===== config.mk =====
export PLATFORM = sky130hd
export DESIGN_NAME = doel_queue
export DESIGN_NICKNAME = d
export VERILOG_FILES = /design/src/rtl/doel_pkg.sv /design/src/rtl/doel_queue.sv
export SDC_FILE = /design/constraint.sdc
export NUM_CORES = 1
export LEC_CHECK = 0
export ABC_AREA = 0
export BUFFER_PORTS_ARGS = -buffer_cell sky130_fd_sc_hd__buf_2
export CAP_MARGIN = 5
export CORE_MARGIN = 5
export CORE_UTILIZATION = 41
export DETAILED_ROUTE_END_ITERATION = 10
export PLACE_DENSITY_LB_ADDON = 0.25
export SKIP_LAST_GASP = 1
export SYNTH_ARGS = -nofsm -noshare
export SYNTH_HDL_FRONTEND = slang
export SYNTH_SLANG_ARGS = --single-unit

===== constraint.sdc =====
create_clock -name clock -period 2.5 [get_ports clock]
set_input_delay 0.25 -clock clock [delete_from_list [all_inputs] [get_ports clock]]
set_output_delay 0.25 -clock clock [all_outputs]
set_load 0.05 [all_outputs]

===== src/rtl/doel_pkg.sv =====
// shared types and constants of the date ordered event list
package doel_pkg;

   // field widths
   localparam int CMD_W  = 2;
   localparam int DATE_W = 32;
   localparam int TAG_W  = 16;
   localparam int KIND_W = 3;

   // command codes on the request channel
   localparam logic [CMD_W-1:0] CMD_INSERT = 2'd0;
   localparam logic [CMD_W-1:0] CMD_LIST   = 2'd1;
   localparam logic [CMD_W-1:0] CMD_CLEAR  = 2'd2;

   // result kinds on the response channel
   localparam logic [KIND_W-1:0] KIND_INSERTED = 3'd0;
   localparam logic [KIND_W-1:0] KIND_FULL     = 3'd1;
   localparam logic [KIND_W-1:0] KIND_ENTRY    = 3'd2;
   localparam logic [KIND_W-1:0] KIND_EMPTY    = 3'd3;
   localparam logic [KIND_W-1:0] KIND_CLEARED  = 3'd4;

   // command queue between front and back, depth is a power of two
   localparam int QUEUE_DEPTH = 2;
   localparam int QUEUE_AW    = $clog2(QUEUE_DEPTH);
   localparam int QUEUE_CW    = $clog2(QUEUE_DEPTH + 1);

   // decoded operation
   typedef enum logic [1:0] {
      OP_INSERT,
      OP_LIST,
      OP_CLEAR
   } op_type;

   // one queued command
   typedef struct packed {
      op_type              op;
      logic [DATE_W-1:0]   date;
      logic [TAG_W-1:0]    tag;
   } cmd_item_type;

endpackage


===== src/rtl/doel_queue.sv =====
// small command queue decoupling the front end from the list engine
module doel_queue (
   input  logic                    clock,
   input  logic                    reset,
   input  logic                    push_valid,
   output logic                    push_ready,
   input  doel_pkg::cmd_item_type  push_item,
   output logic                    pop_valid,
   input  logic                    pop_ready,
   output doel_pkg::cmd_item_type  pop_item
);
   import doel_pkg::*;

   cmd_item_type         slot_ff [QUEUE_DEPTH];
   logic [QUEUE_AW-1:0]  wr_ptr_ff, wr_ptr_in;
   logic [QUEUE_AW-1:0]  rd_ptr_ff, rd_ptr_in;
   logic [QUEUE_CW-1:0]  fill_ff, fill_in;
   logic                 do_push;
   logic                 do_pop;

   assign push_ready = (fill_ff != QUEUE_CW'(QUEUE_DEPTH));
   assign pop_valid  = (fill_ff != '0);
   assign pop_item   = slot_ff[rd_ptr_ff];
   assign do_push    = push_valid && push_ready;
   assign do_pop     = pop_valid && pop_ready;

   // pointers wrap naturally since the depth is a power of two
   always_comb begin
      wr_ptr_in = do_push ? wr_ptr_ff + 1'b1 : wr_ptr_ff;
      rd_ptr_in = do_pop ? rd_ptr_ff + 1'b1 : rd_ptr_ff;
      fill_in   = fill_ff;
      if (do_push && !do_pop) begin
         fill_in = fill_ff + 1'b1;
      end else if (do_pop && !do_push) begin
         fill_in = fill_ff - 1'b1;
      end
   end

   // control state
   always_ff @(posedge clock) begin
      if (reset) begin
         wr_ptr_ff <= '0;
         rd_ptr_ff <= '0;
         fill_ff   <= '0;
      end else begin
         wr_ptr_ff <= wr_ptr_in;
         rd_ptr_ff <= rd_ptr_in;
         fill_ff   <= fill_in;
      end
   end

   // storage
   always_ff @(posedge clock) begin
      if (do_push) begin
         slot_ff[wr_ptr_ff] <= push_item;
      end
   end

endmodule


==> out/summary.txt, run 1 <==
result of the run = complete, no violations
hold buffer count at cts = 0
Wirelength per Cell = 16.8 um
Post-Syn Area = 3820 um2
via density per instance = 4.80
fin crit share = 74.4%
leakage power figure = 0.00175 uW
sequential fraction of the synthesis area = 81.3%
area grow syn2layout = 22.9%
Num CTS Buffers = 9
Crit Path Max Fanout = 25
Netlist cell types = 19
Area after DPL = 4510 um2
hold depth = 1
num ports = 106
final setup vio count = 0
maximum vdd drop = 0.629 mV
CTS Buffer Depth = 2
Post-Route WL = 6900 um
# H-tree levels = 3
worst setup margin = 640 ps
Root Buffer = clkbuf_8
initial antenna violation count = 0
Clock Skew = 10.6 ps
die width = 106 um
vias in the first global route = 2136
Worst Tran Pin Value = 558 ps
register bit total from synthesis = 105
Avg Inst Size Synth = 21.2 um2
Die H = 106 um
Finished Core Util = 51.3%
Hold Path Sink = slot_ff[1][12]
RD Place Congestion = 0.681
Fin. Hold Viols = 0
Worst R2R Path Depth = 4
Rows = 35
Critical Path RT = 2250 ps
CP Class = flop to output port
gr usage total = 12.3%
largest net degree at the start of global routing = 28
max_cap viols = 0
R2R Path Start = fill_ff[0]
pre-CTS setup slack = 700 ps
Max Slew Vio Count = 0
Clock transition at path regs = 90 ps
FMAX = 538 MHz
Final min period = 1860 ps
Pre-Repair DR Iteration Count = 4
DRT antenna net count = 0
vias = 1974
CTS tree = yes
critical path launch point type = flop
post-route cell area = 4690 um2
synth warn = 0
Max-slew headroom = 62.8%
CP top delay family = buffers and inverters
hold crit path type = input port to flop
clk sinks = 105
DP Wirelength = 4640 um
first-pass GRT wire length = 10600 um
Core ar. = 9150 um2
ANT cells = 0
placed insts = 395
# fillers = 768
share of cells above drive strength 1 = 58.0%
Critical R2R Capture = slot_ff[0][10]
I/O Buffers = 105
Clock Latency Late Sink = 350 ps
worst path bufs/invs = 2
setup TNS = 0 ps
Syn Nets = 235
crit path cell chain = buf_4 > mux2_2 > buf_2
Starting DRT DRC Count = 80
DRC viols = 0
R2R setup slack = 720 ps
RSZ-0062 raised after global routing = false
PwrDens = 1120 nW/um2
CP max stage cell = mux2_2
# resized after CTS = 0
hold wc startpoint = push_item[12]
Worst setup EP type = output port
Non-Filler Instances = 411
nets@finish = 350
CP arrival = 1610 ps
total gr overflow = 0
initial core utilization = 41.7%
critical path's largest stage delay = 390 ps
Cells after Synth = 180
die area = 11300 um2
post-CTS setup buffer count = 0
==> area by class of cell <==
class                      count  area [um2]  share of cell area [%]
sequential                   105        3100                    66.2
clock inverter                 6        58.8                    1.25
clock buffer                  10         128                    2.72
tap                          111         139                    2.96
timing repair buffer         110         576                    12.3
multi-input combinational     68         683                    14.6
inverter                       1        3.75                  0.0800
==> synth_stat cells <==
master      n  share of area (%)
a21bo_2     1               0.26
a21oi_1     2               0.26
and2_1      1               0.16
and3_1      1               0.16
buf_2       5               0.66
clkbuf_1    1              0.098
dfxtp_1     5                2.6
edfxtp_1  100                 79
ha_1        1               0.33
inv_1       1              0.098
mux2_1      4                1.2
mux2_2     46                 14
nand2b_1    1               0.16
nand3b_1    1               0.20
nor2_1      3               0.29
o21ai_0     2               0.26
or2_2       1               0.16
or3_1       1               0.16
xor2_1      3               0.69
==> cells by family after synthesis <==
kind of cell    count (synthesis)  synth area share (%)
mux                            50                  14.7
fa+ha+maj                       1                 0.328
compound gates                  5                 0.787
buf+inv                         7                 0.852
xor+xnor                        3                 0.688
flops                         105                  81.3
simple gates                    9                  1.31
==> power by group <==
group | total, uW | switching, uW | leakage (uW) | internal (uW)
Clock | 996 | 539 | 0.0000913 | 458
Sequential | 2250 | 58.9 | 0.000975 | 2200
Combinational | 1990 | 1440 | 0.000685 | 551
Total | 5240 | 2040 | 0.00175 | 3200
==> through the flow <==
| step | power (uW) | hold slack [ps] |
|---|---|---|
| floorplan | 3860 | 319 |
| global placement | 4290 | 439 |
| detailed placement | 4320 | 441 |
| CTS | 5310 | 62.4 |
| global route | 5480 | 53.7 |
| finish | 5240 | 83.8 |
==> per-layer routing <==
layer  GRT usage [%]  vias up  wire, um
li1                -      931         -
met1            14.2      979      2820
met2            21.6       55      3590
met3            3.52        9       352
met4            4.57        0       134
met5               0        -         0
==> worst max path at each step <==
stage                         end  slack (ps)  startpoint  cells after the start
floorplan           slot_ff[0][0]          50  fill_ff[0]                      3
global placement    slot_ff[0][4]         760  fill_ff[0]                      4
finish               pop_item[45]         640        flop                      3
global route         pop_item[45]         550        flop                      3
CTS                  pop_item[45]         610        flop                      3
detailed placement  slot_ff[0][2]         700  fill_ff[0]                      4
==> registers in the layout (all words and copies together) (netlist names), named ones only <==
| register | cells |
|---|---|
| wr_ptr_ff | 1 |
| rd_ptr_ff | 1 |
| fill_ff | 2 |
| slot_ff | 100 |
==> layout by cell type, fill, tap and decap left out <==
cell type,instances
nand3b_1,1
o21ai_0,2
a21oi_1,2
nor2_1,3
dfxtp_2,1
mux2_2,46
a21bo_2,1
clkbuf_8,9
clkbuf_1,1
clkinvlp_4,1
ha_1,1
clkinv_1,2
inv_2,1
buf_2,105
or2_2,1
bufinv_16,1
clkinv_4,1
edfxtp_1,100
clkinv_2,1
buf_4,4
and2_1,1
mux2_1,4
or3_1,1
dfxtp_1,4
xor2_1,3
buf_12,1
and3_2,1
nand2b_1,1
(Power assumes the default switching activity.)
==> run 2: changes to the inputs <==
- ABC_AREA: 0 -> 1
- clock period: 2.5 -> 1.5 ns (I/O delays scaled with it)
==> out/summary.txt, run 2 <==
R2R setup slack = 150 ps
PwrDens = 1690 nW/um2
Worst setup EP type = output port
RD Place Congestion = 0.698
initial core utilization = 42.0%
Hold Path Sink = fill_ff[1]
Root Buffer = clkbuf_8
Starting DRT DRC Count = 76
Die H = 110 um
DRC viols = 0
RSZ-0062 raised after global routing = true
die area = 12100 um2
sequential fraction of the synthesis area = 75.6%
setup TNS = -6290 ps
met1 usage = 14.1%
met3 GRT Util = 4.08%
vias = 2233
post-route cell area = 6040 um2
Crit Path Max Fanout = 8
Largest register FFs = 100
FMAX = 600 MHz
Critical R2R Capture = fill_ff[1]
hold crit path type = input port to flop
nets@finish = 425
ANT cells = 0
# fillers = 739
fin crit share = 111%
hold wc startpoint = reset
total gr overflow = 0
Post-Synth Adder-Cell Area = 0.305%
first-pass GRT wire length = 11100 um
largest registers = slot_ff (100), fill_ff (2)
final setup vio count = 50
failing checks = setup timing
Worst R2R Path Depth = 9
register bit total from synthesis = 105
clk sinks = 105
CTS Buffer Depth = 2
Num CTS Buffers = 9
most frequent cells in the layout = 100 x edfxtp_1, 54 x buf_2, 50 x mux2_4, 50 x dlygate4sd3_1, 49 x buf_6
R2R Path Start = fill_ff[1]
Worst Tran Pin Value = 249 ps
Syn Nets = 248
share of cells above drive strength 1 = 52.0%
DRT antenna net count = 0
Synth top area share = 73.2%
Area after DPL = 4870 um2
Cells after Synth = 193
Synth Flop Type = edfxtp_1
area leader, netlist = edfxtp_1
via density per instance = 4.40
Compound-Gate Fraction of Synth Area = 0.488%
Fin. Hold Viols = 0
Simple-Gate Fraction of Synth Area = 1.86%
largest net degree at the start of global routing = 27
most common cell after layout, fill and taps aside = edfxtp_1
Core ar. = 9770 um2
count leader, synth = edfxtp_1
Post-Syn Area = 4100 um2
Clock Skew = 13.7 ps
ys async rst share = 0%
mux share of post-synthesis cell area = 18.3%
I/O Buffers = 105
synth warn = 0
Post-Synth XOR/XNOR Area = 0%
Rows = 36
commonest cells in the netlist = 100 x edfxtp_1, 50 x mux2_4, 9 x nand2_1
hold depth = 4
max_cap viols = 0
top cells by area, synth = edfxtp_1 73%, mux2_4 18%, buf_12 2.4%, dfxtp_1 2.4%, nand2_1 0.82%
CTS tree = yes
CP arrival = 1520 ps
GRT met2 Usage = 21.4%
Avg Inst Size Synth = 21.3 um2
maximum vdd drop = 0.894 mV
Netlist cell types = 13
Post-synth EDFFs = 100
Wirelength per Cell = 15.4 um
worst setup margin = -168 ps
vias in the first global route = 2349
Biggest register = slot_ff
num ports = 106
Post-Route WL = 7830 um
gr usage total = 12.4%
Pre-Repair DR Iteration Count = 4
# H-tree levels = 3
GRT Max-Usage Layer = met2
DP Wirelength = 4860 um
Clock transition at path regs = 100 ps
Tot Pwr = 10200 uW
Max-slew headroom = 83.5%
combinational family with the most area after synthesis = multiplexers
Final min period = 1670 ps
initial antenna violation count = 0
Max Slew Vio Count = 0
result of the run = finished, violations left
Clock Latency Late Sink = 360 ps
Critical Path RT = 1350 ps
critical path launch point type = flop
die width = 110 um
CP Class = flop to output port
area grow syn2layout = 47.2%
leakage power figure = 0.00240 uW
-- run 2: cell types whose count changed after synthesis, moves of 4 or more --
| cell | before | now |
|---|---|---|
| buf_12 | 0 | 5 |
| buf_2 | 5 | 0 |
| inv_1 | 1 | 8 |
| mux2_1 | 4 | 0 |
| mux2_2 | 46 | 0 |
| mux2_4 | 0 | 50 |
| nand2_1 | 0 | 9 |
| nor2_1 | 3 | 7 |
-- run 2: area by class of cell --
type	count	area, um2	area share (%)
multi-input combinational	74	907	15.0
timing repair buffer	172	1600	26.5
inverter	8	32.5	0.539
sequential	105	3110	51.5
clock buffer	9	124	2.05
clock inverter	7	100	1.66
tap	133	166	2.76
-- run 2: logic make-up after synthesis --
group / Yosys count
flops: 105
mux: 50
simple gates: 19
buf+inv: 14
compound gates: 4
fa+ha+maj: 1
-- run 2: worst max-delay path by stage --
stage	slack, ps	startpoint	end
finish	-170	flop	pop_item[43]
global route	-230	flop	pop_item[43]
CTS	-210	flop	pop_item[12]
detailed placement	80	fill_ff[1]	fill_ff[1]
global placement	140	fill_ff[1]	fill_ff[1]
floorplan	-260	fill_ff[0]	slot_ff[0][0]
-- run 2: worst max-delay path, stage by stage (launching register included) --
cell	delay (ps)
dfxtp_4	370
buf_4	150
clkbuf_16	170
mux2_4	310
buf_6	160
-- run 2: per-layer routing --
layer / wire [um] / vias to the layer above
met5: 0 / -
met4: 112 / 0
met3: 481 / 10
met2: 4150 / 62
met1: 3090 / 1071
li1: - / 1090
-- run 2: metrics by stage --
stage                     util [%]  hold slack, ps  instances  setup WS [ps]
after CTS                     57.7            60.3        501           -210
after floorplan                  -             249        193           -257
after detailed placement      49.9             341        433           79.3
after global placement        49.9             338        433            138
final                         61.8            68.3        508           -168
after global routing          61.8            72.0        508           -226
-- run 2: power by group --
group | switching (uW) | internal, uW | leakage [uW]
sequential | 141 | 3710 | 0.000975
clock | 951 | 958 | 0.000110
combinational | 2550 | 1910 | 0.00131
total | 3650 | 6580 | 0.00240
-- run 2: what timing repair did --
item	4_1_cts	5_1_grt
pin swaps	0	0
hold buffers	50	0
endpoints found under the hold margin	100	0
cloned	0	3
resized for setup	11	135
endpoints found under the setup margin	51	53
setup buffers	2	4
